## src/slxfr_pkg.sv

```systemverilog
`timescale 1ns / 1ps
`default_nettype none
// ----------------------------------------------------------------------------
// slxfr_pkg - shared types and constants of the frame receiver
// Status codes, register indexes and the link status strings.
// ----------------------------------------------------------------------------
package slxfr_pkg;

  // Seven characters of a link status string, entry 0 is the first one sent
  typedef logic [6:0][7:0] pattern_t;

  typedef enum logic [1:0] {
    STAT_NONE   = 2'd0,
    STAT_GOOD   = 2'd1,
    STAT_CFG_OK = 2'd2,
    STAT_BAD    = 2'd3
  } frame_status_t;

  typedef enum logic [2:0] {
    CFG_FIRST_SYNC  = 3'd0,
    CFG_SECOND_SYNC = 3'd1,
    CFG_GENERIC_TYP = 3'd2,
    CFG_CONFIG_LEN  = 3'd3,
    CFG_GAP_TIMEOUT = 3'd4
  } cfg_index_t;

  localparam logic [15:0] GAP_TIMEOUT_RESET = 16'd500;

  localparam logic [2:0] MATCH_LAST = 3'd6;
  localparam logic [7:0] CHAR_O     = 8'h4F;

  // "OK+CONN" and "OK+LOST", written last character first
  localparam pattern_t CONN_TEXT = {8'h4E, 8'h4E, 8'h4F, 8'h43, 8'h2B, 8'h4B, 8'h4F};
  localparam pattern_t LOST_TEXT = {8'h54, 8'h53, 8'h4F, 8'h4C, 8'h2B, 8'h4B, 8'h4F};

  function automatic logic [7:0] char_at(input pattern_t p, input logic [2:0] idx);
    logic [7:0] ch;
    case (idx)
      3'd0: ch = p[0];
      3'd1: ch = p[1];
      3'd2: ch = p[2];
      3'd3: ch = p[3];
      3'd4: ch = p[4];
      3'd5: ch = p[5];
      3'd6: ch = p[6];
      default: ch = p[0];
    endcase
    return ch;
  endfunction

endpackage
`default_nettype wire

```

## src/sync_length_xor_frame_receiver.sv

```systemverilog
`timescale 1ns / 1ps
`default_nettype none
// ----------------------------------------------------------------------------
// sync_length_xor_frame_receiver - byte stream deframer with link status
// Accepts one received byte per item with its arrival time and returns one
// result item per byte. It takes one item every clock cycle, and only a
// stalled out_ready holds the pipe; an item's result is on the outputs once
// it has passed the input register and then the result register.
// Frames are two sync bytes, a
// type, a length L, L payload bytes and an XOR checksum over type, length and
// payload. A gap longer than gap_timeout_ms drops a partial frame. Each payload
// byte is reported with its index; the checksum byte reports a verdict (good,
// generic frame of the configured length accepted despite a bad checksum, or
// bad). The frame position wraps at POSITION_WRAP, so payloads with
// L + 5 > POSITION_WRAP never complete. Two matchers watch the raw stream for
// "OK+CONN" and "OK+LOST" and set or clear the connected flag. Write the
// configuration registers only while no item is in flight.
// ----------------------------------------------------------------------------
module sync_length_xor_frame_receiver #(
  parameter int POSITION_WRAP = 255
) (
  input  wire logic        clk,
  input  wire logic        rst_n,
  // input channel
  input  wire logic        in_valid,
  output logic             in_ready,
  input  wire logic [7:0]  in_rx_byte,
  input  wire logic [31:0] in_now_ms,
  // result channel
  output logic             out_valid,
  input  wire logic        out_ready,
  output logic             out_link_connected,
  output logic             out_payload_valid,
  output logic [7:0]       out_payload_index,
  output logic [7:0]       out_payload_byte,
  output logic             out_frame_end,
  output logic [1:0]       out_frame_status,
  output logic [7:0]       out_frame_type,
  output logic [7:0]       out_frame_length,
  output logic [7:0]       out_computed_checksum,
  output logic [7:0]       out_received_checksum,
  // configuration port
  input  wire logic        cfg_wr_en,
  input  wire logic [2:0]  cfg_index,
  input  wire logic [15:0] cfg_wdata
);
  import slxfr_pkg::*;

  localparam logic [8:0] WRAP_POS = 9'(POSITION_WRAP);

  // --------------------------------------------------------------------------
  // Configuration registers
  // --------------------------------------------------------------------------
  logic [7:0]  first_sync_r;
  logic [7:0]  second_sync_r;
  logic [7:0]  generic_type_r;
  logic [7:0]  config_len_r;
  logic [15:0] gap_timeout_r;

  always_ff @(posedge clk) begin
    if (!rst_n) begin
      first_sync_r   <= 8'd0;
      second_sync_r  <= 8'd0;
      generic_type_r <= 8'd0;
      config_len_r   <= 8'd0;
      gap_timeout_r  <= GAP_TIMEOUT_RESET;
    end else if (cfg_wr_en) begin
      case (cfg_index)
        CFG_FIRST_SYNC:  first_sync_r   <= cfg_wdata[7:0];
        CFG_SECOND_SYNC: second_sync_r  <= cfg_wdata[7:0];
        CFG_GENERIC_TYP: generic_type_r <= cfg_wdata[7:0];
        CFG_CONFIG_LEN:  config_len_r   <= cfg_wdata[7:0];
        CFG_GAP_TIMEOUT: gap_timeout_r  <= cfg_wdata;
        default: ;
      endcase
    end
  end

  // --------------------------------------------------------------------------
  // Pipe control: input register feeds the result register.
  // Advance when the input register holds an item and the result slot is free
  // or being drained this cycle.
  // --------------------------------------------------------------------------
  logic       in_valid_r;
  logic [7:0] in_byte_r;
  logic [31:0] in_now_r;
  logic       advance;

  assign advance  = in_valid_r && (!out_valid || out_ready);
  assign in_ready = !in_valid_r || advance;

  always_ff @(posedge clk) begin
    if (!rst_n) begin
      in_valid_r <= 1'b0;
    end else if (in_ready) begin
      in_valid_r <= in_valid;
    end
  end

  // Payload of the input register: load on every accepted item
  always_ff @(posedge clk) begin
    if (in_valid && in_ready) begin
      in_byte_r <= in_rx_byte;
      in_now_r  <= in_now_ms;
    end
  end

  // --------------------------------------------------------------------------
  // Link status matchers; LOST acts after CONN on the same byte
  // --------------------------------------------------------------------------
  logic conn_hit;
  logic lost_hit;

  slxfr_matcher u_conn_match (
    .clk     (clk),
    .rst_n   (rst_n),
    .step    (advance),
    .rx_byte (in_byte_r),
    .pattern (CONN_TEXT),
    .hit     (conn_hit)
  );

  slxfr_matcher u_lost_match (
    .clk     (clk),
    .rst_n   (rst_n),
    .step    (advance),
    .rx_byte (in_byte_r),
    .pattern (LOST_TEXT),
    .hit     (lost_hit)
  );

  // --------------------------------------------------------------------------
  // Frame state
  // --------------------------------------------------------------------------
  logic [7:0]  bpos_r;
  logic [7:0]  bpos_nxt;
  logic [7:0]  len_r;
  logic [7:0]  len_nxt;
  logic [7:0]  type_r;
  logic [7:0]  type_nxt;
  logic [7:0]  csum_r;
  logic [7:0]  csum_nxt;
  logic [31:0] last_ms_r;
  logic        conn_r;
  logic        conn_nxt;

  logic [31:0] elapsed;
  logic        timed_out;
  logic [8:0]  pos;
  logic [8:0]  pos_end;
  logic [8:0]  pos_upd;
  logic [8:0]  len9;

  // result values for this item
  logic        pv_nxt;
  logic [7:0]  pidx_nxt;
  logic [7:0]  pbyte_nxt;
  logic        fend_nxt;
  frame_status_t fstat_nxt;
  logic [7:0]  ftype_nxt;
  logic [7:0]  flen_nxt;
  logic [7:0]  fcalc_nxt;
  logic [7:0]  frecv_nxt;

  assign elapsed   = in_now_r - last_ms_r;
  assign timed_out = (bpos_r != 8'd0) && (elapsed > {16'd0, gap_timeout_r});
  assign pos       = timed_out ? 9'd1 : ({1'b0, bpos_r} + 9'd1);
  assign len9      = {1'b0, len_r};
  assign pos_end   = len9 + 9'd5;

  always_comb begin
    conn_nxt = conn_r;
    if (conn_hit) begin
      conn_nxt = 1'b1;
    end
    if (lost_hit) begin
      conn_nxt = 1'b0;
    end
  end

  always_comb begin
    pos_upd   = pos;
    len_nxt   = len_r;
    type_nxt  = type_r;
    csum_nxt  = csum_r;
    pv_nxt    = 1'b0;
    pidx_nxt  = 8'd0;
    pbyte_nxt = 8'd0;
    fend_nxt  = 1'b0;
    fstat_nxt = STAT_NONE;
    ftype_nxt = 8'd0;
    flen_nxt  = 8'd0;
    fcalc_nxt = 8'd0;
    frecv_nxt = 8'd0;
    if (pos == 9'd1) begin
      if (in_byte_r != first_sync_r) begin
        pos_upd = 9'd0;
      end
    end else if (pos == 9'd2) begin
      if (in_byte_r != second_sync_r) begin
        pos_upd = 9'd0;
      end
    end else if (pos == 9'd3) begin
      type_nxt = in_byte_r;
      csum_nxt = in_byte_r;
    end else if (pos == 9'd4) begin
      len_nxt  = in_byte_r;
      csum_nxt = csum_r ^ in_byte_r;
    end else if (pos == pos_end) begin
      // checksum byte: give the verdict and go idle
      fend_nxt  = 1'b1;
      ftype_nxt = type_r;
      flen_nxt  = len_r;
      fcalc_nxt = csum_r;
      frecv_nxt = in_byte_r;
      if (csum_r == in_byte_r) begin
        fstat_nxt = STAT_GOOD;
      end else if (type_r == generic_type_r && len_r == config_len_r) begin
        fstat_nxt = STAT_CFG_OK;
      end else begin
        fstat_nxt = STAT_BAD;
      end
      pos_upd = 9'd0;
    end else if (pos < pos_end) begin
      pv_nxt    = 1'b1;
      pidx_nxt  = 8'(pos - 9'd5);
      pbyte_nxt = in_byte_r;
      csum_nxt  = csum_r ^ in_byte_r;
    end
    // drop the frame once the position reaches the wrap point
    if (pos_upd >= WRAP_POS) begin
      pos_upd = 9'd0;
    end
    bpos_nxt = pos_upd[7:0];
  end

  always_ff @(posedge clk) begin
    if (!rst_n) begin
      bpos_r    <= 8'd0;
      len_r     <= 8'd0;
      type_r    <= 8'd0;
      csum_r    <= 8'd0;
      last_ms_r <= 32'd0;
      conn_r    <= 1'b0;
    end else if (advance) begin
      bpos_r    <= bpos_nxt;
      len_r     <= len_nxt;
      type_r    <= type_nxt;
      csum_r    <= csum_nxt;
      last_ms_r <= in_now_r;
      conn_r    <= conn_nxt;
    end
  end

  // --------------------------------------------------------------------------
  // Result register: hold while the consumer stalls
  // --------------------------------------------------------------------------
  logic out_valid_r;

  always_ff @(posedge clk) begin
    if (!rst_n) begin
      out_valid_r <= 1'b0;
    end else if (advance) begin
      out_valid_r <= 1'b1;
    end else if (out_ready) begin
      out_valid_r <= 1'b0;
    end
  end

  always_ff @(posedge clk) begin
    if (advance) begin
      out_link_connected    <= conn_nxt;
      out_payload_valid     <= pv_nxt;
      out_payload_index     <= pidx_nxt;
      out_payload_byte      <= pbyte_nxt;
      out_frame_end         <= fend_nxt;
      out_frame_status      <= fstat_nxt;
      out_frame_type        <= ftype_nxt;
      out_frame_length      <= flen_nxt;
      out_computed_checksum <= fcalc_nxt;
      out_received_checksum <= frecv_nxt;
    end
  end

  assign out_valid = out_valid_r;

endmodule
`default_nettype wire

```

## src/slxfr_matcher.sv

```systemverilog
`timescale 1ns / 1ps
`default_nettype none
// ----------------------------------------------------------------------------
// slxfr_matcher - status string matcher
// Tracks progress through a seven character string over the raw byte stream.
// ----------------------------------------------------------------------------
module slxfr_matcher (
  input  wire logic               clk,
  input  wire logic               rst_n,
  input  wire logic               step,
  input  wire logic [7:0]         rx_byte,
  input  wire slxfr_pkg::pattern_t pattern,
  output logic                    hit
);
  import slxfr_pkg::*;

  logic [2:0] cnt_r;
  logic [2:0] cnt_nxt;

  // On a miss restart at one if the byte opens the string again
  always_comb begin
    hit     = 1'b0;
    cnt_nxt = cnt_r;
    if (rx_byte == char_at(pattern, cnt_r)) begin
      if (cnt_r == MATCH_LAST) begin
        hit     = 1'b1;
        cnt_nxt = 3'd0;
      end else begin
        cnt_nxt = cnt_r + 3'd1;
      end
    end else begin
      cnt_nxt = (rx_byte == pattern[0]) ? 3'd1 : 3'd0;
    end
  end

  always_ff @(posedge clk) begin
    if (!rst_n) begin
      cnt_r <= 3'd0;
    end else if (step) begin
      cnt_r <= cnt_nxt;
    end
  end

endmodule
`default_nettype wire

```

## config.mk

```make
export PLATFORM = sky130hd
export DESIGN_NAME = sync_length_xor_frame_receiver
export DESIGN_NICKNAME = d
export VERILOG_FILES = /design/src/slxfr_pkg.sv /design/src/sync_length_xor_frame_receiver.sv /design/src/slxfr_matcher.sv
export SDC_FILE = /design/constraint.sdc
export NUM_CORES = 1
export LEC_CHECK = 0
export ABC_AREA = 0
export BUFFER_PORTS_ARGS = -buffer_cell sky130_fd_sc_hd__clkbuf_2
export CAP_MARGIN = 20
export CORE_ASPECT_RATIO = 0.5
export CORE_UTILIZATION = 45
export CTS_CLUSTER_SIZE = 24
export DETAILED_ROUTE_END_ITERATION = 10
export GPL_TIMING_DRIVEN = 0
export HOLD_SLACK_MARGIN = 0.02
export SETUP_SLACK_MARGIN = 0.3
export SYNTH_ARGS = -nofsm -noshare
export SYNTH_HDL_FRONTEND = slang
export SYNTH_HIERARCHICAL = 1
export SYNTH_SLANG_ARGS = --single-unit
```

## constraint.sdc

```tcl
create_clock -name clk -period 7.2 [get_ports clk]
set_input_delay 0.72 -clock clk [delete_from_list [all_inputs] [get_ports clk]]
set_output_delay 0.72 -clock clk [all_outputs]
set_load 0.01 [all_outputs]
```

# ---- Yosys cells after proc, flatten, opt, wreduce, memory -nomap -nowiden
# Cells that the tools add are included.
dict set report totals {
  out_inout_bits 55
  ff_bits 214
  in_bits 64
}
dict set report classes {
  n_addsub 6
  n_lt_le_gt_ge 3
  n_bitwise 6
  eq_ne 28
  n_mux 32
  n_reduce_logical 26
}
# operator n
set op_table {}
lappend op_table {{$mux 9} 8}
lappend op_table {{$mux 8} 5}
lappend op_table {{$pmux 7 s5} 1}
lappend op_table {{$gt 32x16->1} 1}
lappend op_table {{$sub 32x32->32} 1}
lappend op_table {{$pmux 7 s4} 1}
lappend op_table {{$eq 8x8->1} 3}
lappend op_table {{$eq 3x2->1 const B} 6}
lappend op_table {{$eq 9x2->1 const B} 2}
lappend op_table {{$eq 8x7->1} 2}
lappend op_table {{$ne 8x8->1} 2}
lappend op_table {{$eq 3x3->1 const B} 5}
lappend op_table {{$mux 1} 13}
lappend op_table {{$mux 3} 4}
lappend op_table {{$reduce_or 6->1} 2}
lappend op_table {{$reduce_and 2->1} 5}
lappend op_table {{$reduce_and 5->1} 2}
lappend op_table {{$reduce_or 5->1} 2}
lappend op_table {{$add 8x1->9 const B} 1}
lappend op_table {{$add 8x3->9 const B} 1}
lappend op_table {{$eq 3x1->1 const B} 3}
lappend op_table {{$eq 9x1->1 const B} 1}
lappend op_table {{$eq 9x3->1 const B} 1}
lappend op_table {{$eq 9x9->1} 1}
lappend op_table {{18 further kinds} 28}

# ---- Depth between registers and ports, before layout
# Gate-level depths: netlist of run 1.
dict set report logic_depth {
  word_depth 12
  depth_mapped 33
  depth_no_buf 32
}

# ---- By module
# Netlist of run 1, hierarchy kept.
# module cells_each area_each_um2 seq_area_each_um2 instances
set modules_own_cells {}
lappend modules_own_cells {sync_length_xor_frame_receiver 1208 11255.8 5094.9 1}
lappend modules_own_cells {{slxfr_matcher at u_lost_match} 144 1033.5 60.1 1}
lappend modules_own_cells {{slxfr_matcher at u_conn_match} 130 958.4 60.1 1}

# ---- Least setup slack after synthesis of run 1
# No wires, ideal clock.
dict set report synth_timing {
  kind {flip-flop to flip-flop}
  start {register in_now_r[4]}
  end {register out_payload_index[3], data pin}
  arrival_ns 6.183
  setup_time_ns 0.132
  synth_period_minus_slack_ns 6.314
  stages_incl_launch_ff 31
  path_slack_ns 0.886
  cell_sequence {edfxtp_1 ha_1 a21o_1 a211o_1 o211a_1 o21ai_0 nor2b_1 xnor2_1 ha_1 nand4_1 or4_1 nor2_1 a31oi_1 a2111oi_0 nand4b_1 nor4_1 nand4_1 and2_1 buf_2 clkbuf_1 nor2_1 ha_1 o21a_1 o21a_1 o21ai_0 nand2b_1 a211oi_1 o21ai_0 a211oi_2 buf_2 o31a_1}
}
dict set report synth_via {
  elab_chain_len 7
  elab_cells_between_ends 13
  classes_between {add/sub (2); order compare (2); eq/ne (5); mux (1); bitwise (1); reduce/logical (2)}
}
# item line
set synth_rtl {}
lappend synth_rtl {{from (decl)} sync_length_xor_frame_receiver.sv:86} ;# logic [31:0] in_now_r;
lappend synth_rtl {{from (signal assigned)} sync_length_xor_frame_receiver.sv:104} ;# in_now_r <= in_now_ms;
lappend synth_rtl {{$sub 32x32->32 *} sync_length_xor_frame_receiver.sv:165} ;# assign elapsed = in_now_r - last_ms_r;
lappend synth_rtl {{$gt 32x16->1 *} sync_length_xor_frame_receiver.sv:166} ;# assign timed_out = (bpos_r != 8'd0) && (elapsed > {16'd0, gap_timeout_r});
lappend synth_rtl {{$logic_and 1x1->1 *} sync_length_xor_frame_receiver.sv:166}
lappend synth_rtl {{$mux 9 *} sync_length_xor_frame_receiver.sv:167} ;# assign pos = timed_out ? 9'd1 : ({1'b0, bpos_r} + 9'd1);
lappend synth_rtl {{$lt 9x9->1} sync_length_xor_frame_receiver.sv:224} ;# end else if (pos < pos_end) begin
lappend synth_rtl {{$not 1->1 (no line)} --}
lappend synth_rtl {{$reduce_or 6->1 (no line)} --}
lappend synth_rtl {{to (signal assigned)} sync_length_xor_frame_receiver.sv:274} ;# out_payload_index <= pidx_nxt;
lappend synth_rtl {{to (decl)} sync_length_xor_frame_receiver.sv:34} ;# output logic [7:0] out_payload_index,
# Every way passes the cells marked *; elsewhere a longest branch is shown, timed or not.
# A chain may end at the register's enable or synchronous reset.

# ---- Worst setup path after layout of run 1
dict set report layout_timing {
  start {register in_now_r[4]}
  end {register bpos_r[7]}
}
dict set report layout_via {
  elab_chain_len 12
  elab_cells_between_ends 18
  classes_between {add/sub (1); order compare (2); eq/ne (5); mux (9); reduce/logical (1)}
}
# item line
set layout_rtl {}
lappend layout_rtl {{$sub 32x32->32 *} sync_length_xor_frame_receiver.sv:165}
lappend layout_rtl {{$gt 32x16->1 *} sync_length_xor_frame_receiver.sv:166}
lappend layout_rtl {{$logic_and 1x1->1 *} sync_length_xor_frame_receiver.sv:166}
lappend layout_rtl {{$mux 9 *} sync_length_xor_frame_receiver.sv:167}
lappend layout_rtl {{$eq 9x9->1} sync_length_xor_frame_receiver.sv:209} ;# end else if (pos == pos_end) begin
lappend layout_rtl {{$mux 9} sync_length_xor_frame_receiver.sv:209}
lappend layout_rtl {{$mux 9} sync_length_xor_frame_receiver.sv:206} ;# end else if (pos == 9'd4) begin
lappend layout_rtl {{$mux 9} sync_length_xor_frame_receiver.sv:203} ;# end else if (pos == 9'd3) begin
lappend layout_rtl {{$mux 9} sync_length_xor_frame_receiver.sv:199} ;# end else if (pos == 9'd2) begin
lappend layout_rtl {{$mux 9 *} sync_length_xor_frame_receiver.sv:195} ;# if (pos == 9'd1) begin
lappend layout_rtl {{$ge 9x8->1} sync_length_xor_frame_receiver.sv:231} ;# if (pos_upd >= WRAP_POS) begin
lappend layout_rtl {{$mux 8 *} sync_length_xor_frame_receiver.sv:231}
lappend layout_rtl {{to (signal assigned)} sync_length_xor_frame_receiver.sv:246} ;# bpos_r <= bpos_nxt;
lappend layout_rtl {{to (decl)} sync_length_xor_frame_receiver.sv:135} ;# logic [7:0] bpos_r;
# Marks and branches as above.

==> impl_metrics.tcl, run 1 <==
set metrics [dict create \
    cts_tree "built" \
    yosys.area.top_type "edfxtp_1" \
    cp.depth 28 \
    power_frac_seq 0.457 \
    timing.hold.ws_ns 0.370 \
    hold_viol_final 0 \
    drc_errors 0 \
    r2r-end "bpos_r[7]" \
    slew_headroom 0.456 \
    grt_usage 0.230 \
    coreArea_mm2 0.0283 \
    end_kind "flip-flop" \
    grt_max_degree 42 \
    cp_data_required_time_ns 7.63 \
    path_common_cell "nand4_1" \
    nNetsFinal 1897 \
    finalNonFillerCells 2165 \
    hpwl_um 26200 \
    core.rowCount 43 \
    p_comb_frac 0.142 \
    synth_seq_area_share 0.394 \
    skew_ns 0.0125 \
    worstSetupPathType "flip-flop to flip-flop" \
    fin_crit_sh 0.914 \
    synth_ff_type "dfxtp_1" \
    grt_pass1_vias 10941 \
    switchingPower_mw 0.756 \
    reg2reg_slack_ns 0.62 \
    port_buffers 118 \
    cts_buffers 22 \
    wirelength_um 34800 \
    sw_frac_of_total 0.260 \
    critPathMaxFanout 10 \
    setup_violations 0 \
    p_per_area_mw_per_mm2 184 \
    synth_top_area_frac 0.211 \
    overflow 0 \
    crit_path_start_kind "flip-flop" \
    reg2reg_depth 28 \
    worst_hold_path_type "input port to flip-flop" \
    ir_worst_vdd_mv 0.208 \
    firstDrtPassIters 5 \
    max_cap_violations 0 \
    rsz0062_at_grt "false" \
    viasPerCell 5.26 \
    clk_latency_ns 0.52 \
    path_delay_family "simple AND/OR/NAND/NOR gates" \
    timing.fmax_mhz 152 \
    drive_above_1_share 0.139 \
    status "finished, final reports clean" \
    drt_iter0_drc 606 \
    fin_setup_tns_ns 0 \
    syn_area_per_cell_um2 8.94 \
    synth_edf_count 93 \
    synth-seq-cells 214 \
    yosys-top-cells-area "edfxtp_1 21%, dfxtp_1 18%, nand2_1 6.8%" \
    pre_cts_slack_ns -0.388 \
    placed_cell_area_mm2 0.0149 \
    syn2layout_area_growth_pct 19.4 \
    fin_area_mm2 0.0158 \
    crit_slowest_cell "or4_4" \
    crit_end "bpos_r[7]" \
    die_x_um 245 \
    async_flop_share 0 \
    clkPwrFrac 0.400 \
    cts.path.max_buffers 3 \
    syn_area_mm2 0.0132 \
    routabilityCongestion 0.900 \
    postRouteAntennaNets 0 \
    cts_root_buffer "clkbuf_16" \
    worst-slew-pin-transition_ns 0.815 \
    cts.sinks 214 \
    crit_start "in_now_r[4]" \
    netlist_instances 1482 \
    p_int_mw 2.16 \
    htreeDepth 1 \
    fin_util 0.559 \
    arrival_ns 7.01 \
    clk_pin_slew_ns 0.06 \
    r2r_start "in_now_r[4]" \
    initial_core_util 0.468 \
    max_stage_delay_ns 0.54 \
    p_total_mw 2.91 \
    leakagePower_nw 6.22 \
    finalWorstSetupSlack_ns 0.618 \
    reg_top3 "in_now_r (32), last_ms_r (32), gap_timeout_r (16)" \
    ys_warn_count 6 \
    dp_cells 2115 \
    yosysUniqueCellTypes 86 \
    num_vias 11383 \
    wire_per_inst_um 16.1 \
    drv_slew 0 \
    finalCriticalPeriod_ns 6.58 \
    ioPinCount 119 \
    dieArea_mm2 0.0302 \
    antenna_found_initial 1 \
    grt_first_pass_wirelength_um 55400 \
    crit_buf_inv 2 \
    die_h_um 123 \
]
==> cell usage after synthesis (all sizes together) (15+ instances only) <==
cell / number
inv: 90
a211oi: 15
nor3: 15
a21boi: 79
edfxtp: 93
clkbuf: 52
dfxtp: 121
nor2b: 36
nor2: 60
a21oi: 76
ha: 66
xor2: 41
nand3: 18
buf: 21
o211ai: 18
o21a: 17
and2: 53
nand2: 239
mux2i: 39
xnor2: 49
o21ai: 49
nand4: 25
==> worst min-delay path by stage <==
stage	end	cells after the start	start	slack (ns)
after global routing	in_now_r[3]	1	in_now_ms[3]	0.35
after CTS	in_now_r[3]	1	in_now_ms[3]	0.34
after detailed placement	last_ms_r[18]	2	last_ms_r[18]	0.46
final	in_now_r[3]	1	in_now_ms[3]	0.37
after floorplan	gap_timeout_r[10]	2	gap_timeout_r[10]	0.44
after global placement	last_ms_r[24]	2	last_ms_r[24]	0.45
==> what timing repair did <==
action	CTS	global route
buffers inserted	2	7
pin swaps	6	14
hold buffers	0	0
gates resized for setup	21	29
setup endpoints to repair	70	70
==> power by group through the flow <==
| stage | Sequential [mW] | Combinational, mW | Clock, mW |
|---|---|---|---|
| after global placement | 1.36 | 0.383 | 0 |
| after detailed placement | 1.36 | 0.395 | 0 |
| after CTS | 1.33 | 0.403 | 1.19 |
| final | 1.33 | 0.415 | 1.17 |
| after floorplan | 1.36 | 0.273 | 0 |
| after global routing | 1.34 | 0.467 | 1.24 |
==> metal layers <==
metal	share of wire	GRT usage
met1	0.46	0.300
met5	0	0
met4	0.019	0.0563
met2	0.47	0.402
met3	0.045	0.0334
==> cell usage in the layout (no fill, tap or decap), types with 7 or more instances in the layout <==
master,Yosys,routed
and2_1,53,51
xor2_1,41,41
buf_4,2,13
ha_1,66,65
nor2_1,60,56
or2_2,10,10
clkbuf_2,1,123
o211ai_1,18,18
o2bb2ai_1,10,10
and3_1,13,13
clkbuf_1,51,52
a21boi_0,79,77
nor2b_1,36,34
mux2i_1,39,39
a21o_1,8,8
nor3_1,14,13
nand2_1,239,237
o21ai_0,46,41
o22ai_1,8,7
edfxtp_1,93,93
a21oi_1,76,72
dfxtp_1,121,121
nor4_1,8,8
a32oi_1,11,11
o21a_1,17,17
a211oi_1,12,10
xnor2_1,49,49
nand3_1,18,18
clkbuf_16,0,24
a31oi_1,7,7
conb_1,2,133
nand4_1,25,25
nand2b_1,14,14
buf_2,14,13
or3_1,9,9
inv_1,88,88
==> area by class of cell <==
cell class,instances,area [um2]
fillers,2632,12500
multi-input cells,1236,8010
flip-flops and latches,214,5220
repair buffers,129,698
clock buffers,34,679
well taps,382,478
inverters,90,338
plain buffers,73,333
clock inverters,6,62.6
diodes,1,2.50
==> kinds of logic (layout without fill, tap and decap cells) <==
family,count (synthesis),count (layout),share of synthesized area
buffers and inverters,163,332,0.0493
multiplexers,49,49,0.0399
adder cells (fa/ha/maj),67,67,0.0638
AND/OR/NAND/NOR,532,532,0.199
flip-flops,214,214,0.394
XOR/XNOR,90,90,0.0595
AO/OA/AOI/OAI,365,365,0.194
other,2,134,0.000567
(Power assumes the default switching activity.)
==> run 2, diff against run 1 <==
--- a/config.mk
+++ b/config.mk
@@ -6,12 +6,12 @@
 export NUM_CORES = 1
 export LEC_CHECK = 0
 export ABC_AREA = 0
-export BUFFER_PORTS_ARGS = -buffer_cell sky130_fd_sc_hd__clkbuf_2
 export CAP_MARGIN = 20
 export CORE_ASPECT_RATIO = 0.5
 export CORE_UTILIZATION = 45
 export CTS_CLUSTER_SIZE = 24
 export DETAILED_ROUTE_END_ITERATION = 10
+export DONT_BUFFER_PORTS = 1
 export GPL_TIMING_DRIVEN = 0
 export HOLD_SLACK_MARGIN = 0.02
 export SETUP_SLACK_MARGIN = 0.3
==> impl_metrics.tcl, run 2 (synthesis gave the netlist of run 1 again) <==
set metrics [dict create \
    status "finished, final reports clean" \
    rsz0062_at_grt "false" \
    reg2reg_depth 31 \
    firstDrtPassIters 5 \
    critPathMaxFanout 10 \
    postRouteAntennaNets 0 \
    drt_iter0_drc 591 \
    reg2reg_slack_ns 0.60 \
    skew_ns 0.0124 \
    wirelength_um 34600 \
    die_x_um 245 \
    clk_pin_slew_ns 0.06 \
    worst_hold_path_type "input port to flip-flop" \
    cts_tree "built" \
    antenna_found_initial 1 \
    finalWorstSetupSlack_ns 0.603 \
    max_stage_delay_ns 0.57 \
    hpwl_um 25900 \
    overflow 0 \
    reg_top3 "in_now_r (32), last_ms_r (32), gap_timeout_r (16)" \
    cts.path.max_buffers 3 \
    max_cap_violations 0 \
    fin_crit_sh 0.916 \
    num_vias 10884 \
    wire_per_inst_um 16.9 \
    ir_worst_vdd_mv 0.178 \
    crit_slowest_cell "or4_4" \
    drc_errors 0 \
    ioPinCount 119 \
    r2r_start "in_now_r[4]" \
    drive_above_1_share 0.0805 \
    core.rowCount 43 \
    p_per_area_mw_per_mm2 187 \
    cts.sinks 214 \
    drv_slew 0 \
    final_cell_mix "237 x nand2_1, 133 x conb_1, 121 x dfxtp_1" \
    clk_latency_ns 0.53 \
    crit_start "in_now_r[4]" \
    finalCriticalPeriod_ns 6.60 \
    routabilityCongestion 0.896 \
    leakagePower_nw 5.72 \
    end_kind "flip-flop" \
    slew_headroom 0.423 \
    die_h_um 123 \
    htreeDepth 1 \
    hold_viol_final 0 \
    worstSetupPathType "flip-flop to flip-flop" \
    dieArea_mm2 0.0302 \
    layout_commonest_cell "nand2_1" \
    p_total_mw 2.84 \
    crit_path_start_kind "flip-flop" \
    worst-slew-pin-transition_ns 0.862 \
    grt_usage 0.230 \
    crit_end "out_payload_byte[6]" \
    grt_max_degree 40 \
    coreArea_mm2 0.0283 \
    cp_data_required_time_ns 7.59 \
    syn2layout_area_growth_pct 14.7 \
    initial_core_util 0.468 \
    cts_root_buffer "clkbuf_16" \
    arrival_ns 6.99 \
    pre_cts_slack_ns -0.490 \
    viasPerCell 5.32 \
    port_buffers 0 \
    r2r-end "out_payload_byte[6]" \
    grt_pass1_vias 10537 \
    cts_buffers 22 \
    setup_violations 0 \
    nNetsFinal 1779 \
    timing.fmax_mhz 152 \
    grt_first_pass_wirelength_um 55200 \
]
==> run 2: routing by layer <==
layer / part of all wire / wire length [um] / GRT usage / vias up
li1: - / - / - / 5484
met1: 0.48 / 16500 / 0.302 / 5133
met2: 0.46 / 16000 / 0.401 / 213
met3: 0.038 / 1330 / 0.0323 / 54
met4: 0.021 / 732 / 0.0559 / 0
met5: 0 / 0 / 0 / -
==> run 2: layout make-up <==
class / count / area (um2)
diodes: 1 / 2.50
plain buffers: 73 / 329
clock buffers: 32 / 662
clock inverters: 8 / 42.5
fillers: 2663 / 13100
inverters: 90 / 338
multi-input cells: 1236 / 8020
flip-flops and latches: 214 / 5220
well taps: 382 / 478
repair buffers: 11 / 111
==> run 2: worst max-delay path, delay by kind of cell (launching register included) <==
kind	cells	cell delay, ns
adders and majority gates	3	0.85
and+or+nand+nor	11	2.22
AOI/OAI and AO/OA	12	2.10
xor gates and xnor gates	1	0.10
buffers and inverters	4	0.74
DFF	1	0.44
==> run 2: worst min-delay path by stage <==
stage	startpoint	endpoint	slack [ns]	cells past startpoint
2_1_floorplan	gap_timeout_r[10]	gap_timeout_r[10]	0.44	2
3_3_place_gp	last_ms_r[29]	last_ms_r[29]	0.45	2
3_5_place_dp	last_ms_r[10]	last_ms_r[10]	0.46	2
4_1_cts	in_now_ms[19]	in_now_r[19]	0.26	0
5_1_grt	in_now_ms[4]	in_now_r[4]	0.26	0
6_report	in_now_ms[3]	in_now_r[3]	0.28	0
==> run 2: what timing repair did <==
item / 4_1_cts / 5_1_grt
setup endpoints to repair: 70 / 68
buffers inserted: 6 / 2
hold buffers: 0 / 0
pin swaps: 7 / 9
gates resized for setup: 25 / 25
cloned: 0 / 1
==> run 2: where the power goes <==
part / switching [mW] / internal [mW]
combinational: 0.231 / 0.143
clock: 0.488 / 0.640
sequential: 0.0316 / 1.31
total: 0.751 / 2.09
==> run 2: per-stage QoR <==
step	utilization	setup TNS [ns]	instances	hold WS (ns)	area [um2]
after floorplan	-	0	1613	0.443	13700
after global placement	0.502	-13.11	1995	0.452	14200
after detailed placement	0.504	-11.07	1997	0.458	14300
after CTS	0.534	0	2043	0.259	15100
after global routing	0.537	0	2047	0.259	15200
final	0.537	0	2047	0.284	15200
==> run 3, diff against run 2 <==
--- a/config.mk
+++ b/config.mk
@@ -14,6 +14,7 @@
 export DONT_BUFFER_PORTS = 1
 export GPL_TIMING_DRIVEN = 0
 export HOLD_SLACK_MARGIN = 0.02
+export PLACE_DENSITY_LB_ADDON = 0.12
 export SETUP_SLACK_MARGIN = 0.3
 export SYNTH_ARGS = -nofsm -noshare
 export SYNTH_HDL_FRONTEND = slang
==> impl_metrics.tcl, run 3 (synthesis gave the netlist of run 1 again) <==
set metrics [dict create \
    finalCriticalPeriod_ns 6.53 \
    drv_slew 0 \
    coreArea_mm2 0.0283 \
    layout_commonest_cell "nand2_1" \
    syn2layout_area_growth_pct 14.7 \
    die_x_um 245 \
    die_h_um 123 \
    htreeDepth 1 \
    max_stage_delay_ns 0.47 \
    critPathMaxFanout 10 \
    ir_worst_vdd_mv 0.180 \
    slew_headroom 0.454 \
    crit_end "bpos_r[3]" \
    drc_errors 0 \
    met1_usage 0.302 \
    top_usage_layer "met2" \
    regArea_mm2 0.00522 \
    dp_cells 1997 \
    reg2reg_slack_ns 0.67 \
    dieArea_mm2 0.0302 \
    clk_pin_slew_ns 0.07 \
    hpwl_um 25800 \
    firstDrtPassIters 5 \
    p_total_mw 2.78 \
    fin_crit_sh 0.907 \
    drive_above_1_share 0.0805 \
    crit_path_start_kind "flip-flop" \
    hold_buffers 0 \
    overflow 0 \
    timing.hold.ws_ns 0.288 \
    skew_ns 0.0171 \
    arrival_ns 6.97 \
    p_per_area_mw_per_mm2 183 \
    status "finished, final reports clean" \
    timing.fmax_mhz 153 \
    diodes 0 \
    max_cap_violations 0 \
    initial_core_util 0.468 \
    cp.depth 28 \
    final_cell_mix "237 x nand2_1, 133 x conb_1, 121 x dfxtp_1" \
    ioPinCount 119 \
    cts.sinks 214 \
    worst_hold_path_type "input port to flip-flop" \
    rsz0062_at_grt "false" \
    placed_cell_area_mm2 0.0143 \
    port_buffers 0 \
    multi_input_area_mm2 0.00805 \
    cts_buffers 21 \
    wirelength_um 34600 \
    setup_violations 0 \
    fin_util 0.537 \
    crit_start "in_now_r[4]" \
    antenna_found_initial 0 \
    crit_buf_inv 2 \
    grt_usage 0.228 \
    gr-usage-met2 0.390 \
    end_kind "flip-flop" \
    cts_tree "built" \
    grt_pass1_vias 10433 \
    clk_latency_ns 0.52 \
    fin_area_mm2 0.0152 \
    min_from "in_now_ms[27]" \
    routabilityCongestion 0.932 \
    grt_max_degree 44 \
    finalNonFillerCells 2047 \
    reg2reg_depth 28 \
    r2r_start "in_now_r[4]" \
    leakagePower_nw 5.70 \
    cts_root_buffer "clkbuf_16" \
    worstSetupPathType "flip-flop to flip-flop" \
    reg_top3 "in_now_r (32), last_ms_r (32), gap_timeout_r (16)" \
    wire_per_inst_um 16.9 \
    crit_slowest_cell "or4_4" \
    cp_data_required_time_ns 7.64 \
    hold_viol_final 0 \
    drt_iter0_drc 738 \
    viasPerCell 5.36 \
    core.rowCount 43 \
    num_vias 10971 \
    fillCellCount 2650 \
    grt_first_pass_wirelength_um 54600 \
    grt_util_met3 0.0360 \
    cts.path.max_buffers 3 \
    path_delay_family "simple AND/OR/NAND/NOR gates" \
    postRouteAntennaNets 0 \
    r2r-end "bpos_r[3]" \
    nNetsFinal 1782 \
    worst-slew-pin-transition_ns 0.818 \
]
-- run 3: cell count changes in the layout (fill, tap and decap cells not counted), sizes merged --
cell / before / now
clkinvlp: 0 / 2
buf: 32 / 36
diode: 1 / 0
inv: 92 / 91
clkinv: 6 / 4
clkdlybuf4s15: 1 / 0
bufinv: 0 / 1
clkbuf: 83 / 81
-- run 3: worst register-to-register path: cells and delay by family (launching register included) --
| kind | cells | cell delay [ns] |
|---|---|---|
| flip-flops | 1 | 0.44 |
| AND/OR/NAND/NOR | 12 | 2.75 |
| adder cells (fa/ha/maj) | 3 | 0.76 |
| AO/OA/AOI/OAI | 10 | 2.10 |
| XOR/XNOR | 1 | 0.10 |
| buffers and inverters | 2 | 0.30 |
-- run 3: layout make-up --
| cell class | instances | area share |
|---|---|---|
| Clock inverter | 8 | 0.00469 |
| Timing Repair Buffer | 15 | 0.00890 |
| Sequential cell | 214 | 0.343 |
| Tap cell | 382 | 0.0315 |
| Clock buffer | 29 | 0.0372 |
| Buffer | 73 | 0.0221 |
| Inverter | 90 | 0.0222 |
| Multi-Input combinational cell | 1236 | 0.530 |
-- run 3: how the worst min path moves through the flow --
stage | cells past startpoint | slack, ns | to
after floorplan | 2 | 0.44 | gap_timeout_r[10]
after global placement | 2 | 0.45 | last_ms_r[7]
after detailed placement | 2 | 0.46 | last_ms_r[7]
after CTS | 0 | 0.26 | in_now_r[3]
after global routing | 0 | 0.26 | in_now_r[2]
final | 0 | 0.29 | in_now_r[27]
-- run 3: where the power goes --
part / internal [mW] / switching (mW) / total, mW
logic: 0.145 / 0.236 / 0.380
registers: 1.31 / 0.0329 / 1.34
clock network: 0.587 / 0.476 / 1.06
total: 2.04 / 0.745 / 2.78
-- run 3: metal layers --
layer,vias to the layer above,wire length (um)
li1,5480,-
met2,248,16200
met1,5191,16100
met3,52,1540
met5,-,0
met4,0,756
-- run 3: metrics by stage --
stage                     TNS [ns]  worst slack [ns]
final                            0             0.671
after global routing             0             0.231
after CTS                        0             0.351
after detailed placement    -14.60            -0.532
after global placement      -10.28            -0.469
after floorplan                  0             0.886
-- run 3: repair_timing --
action                                  CTS  global route
gates cloned                              1             0
endpoints found under the setup margin   70            70
buffers inserted                          5             7
resized for setup                        25            36
pin swaps                                 9            17
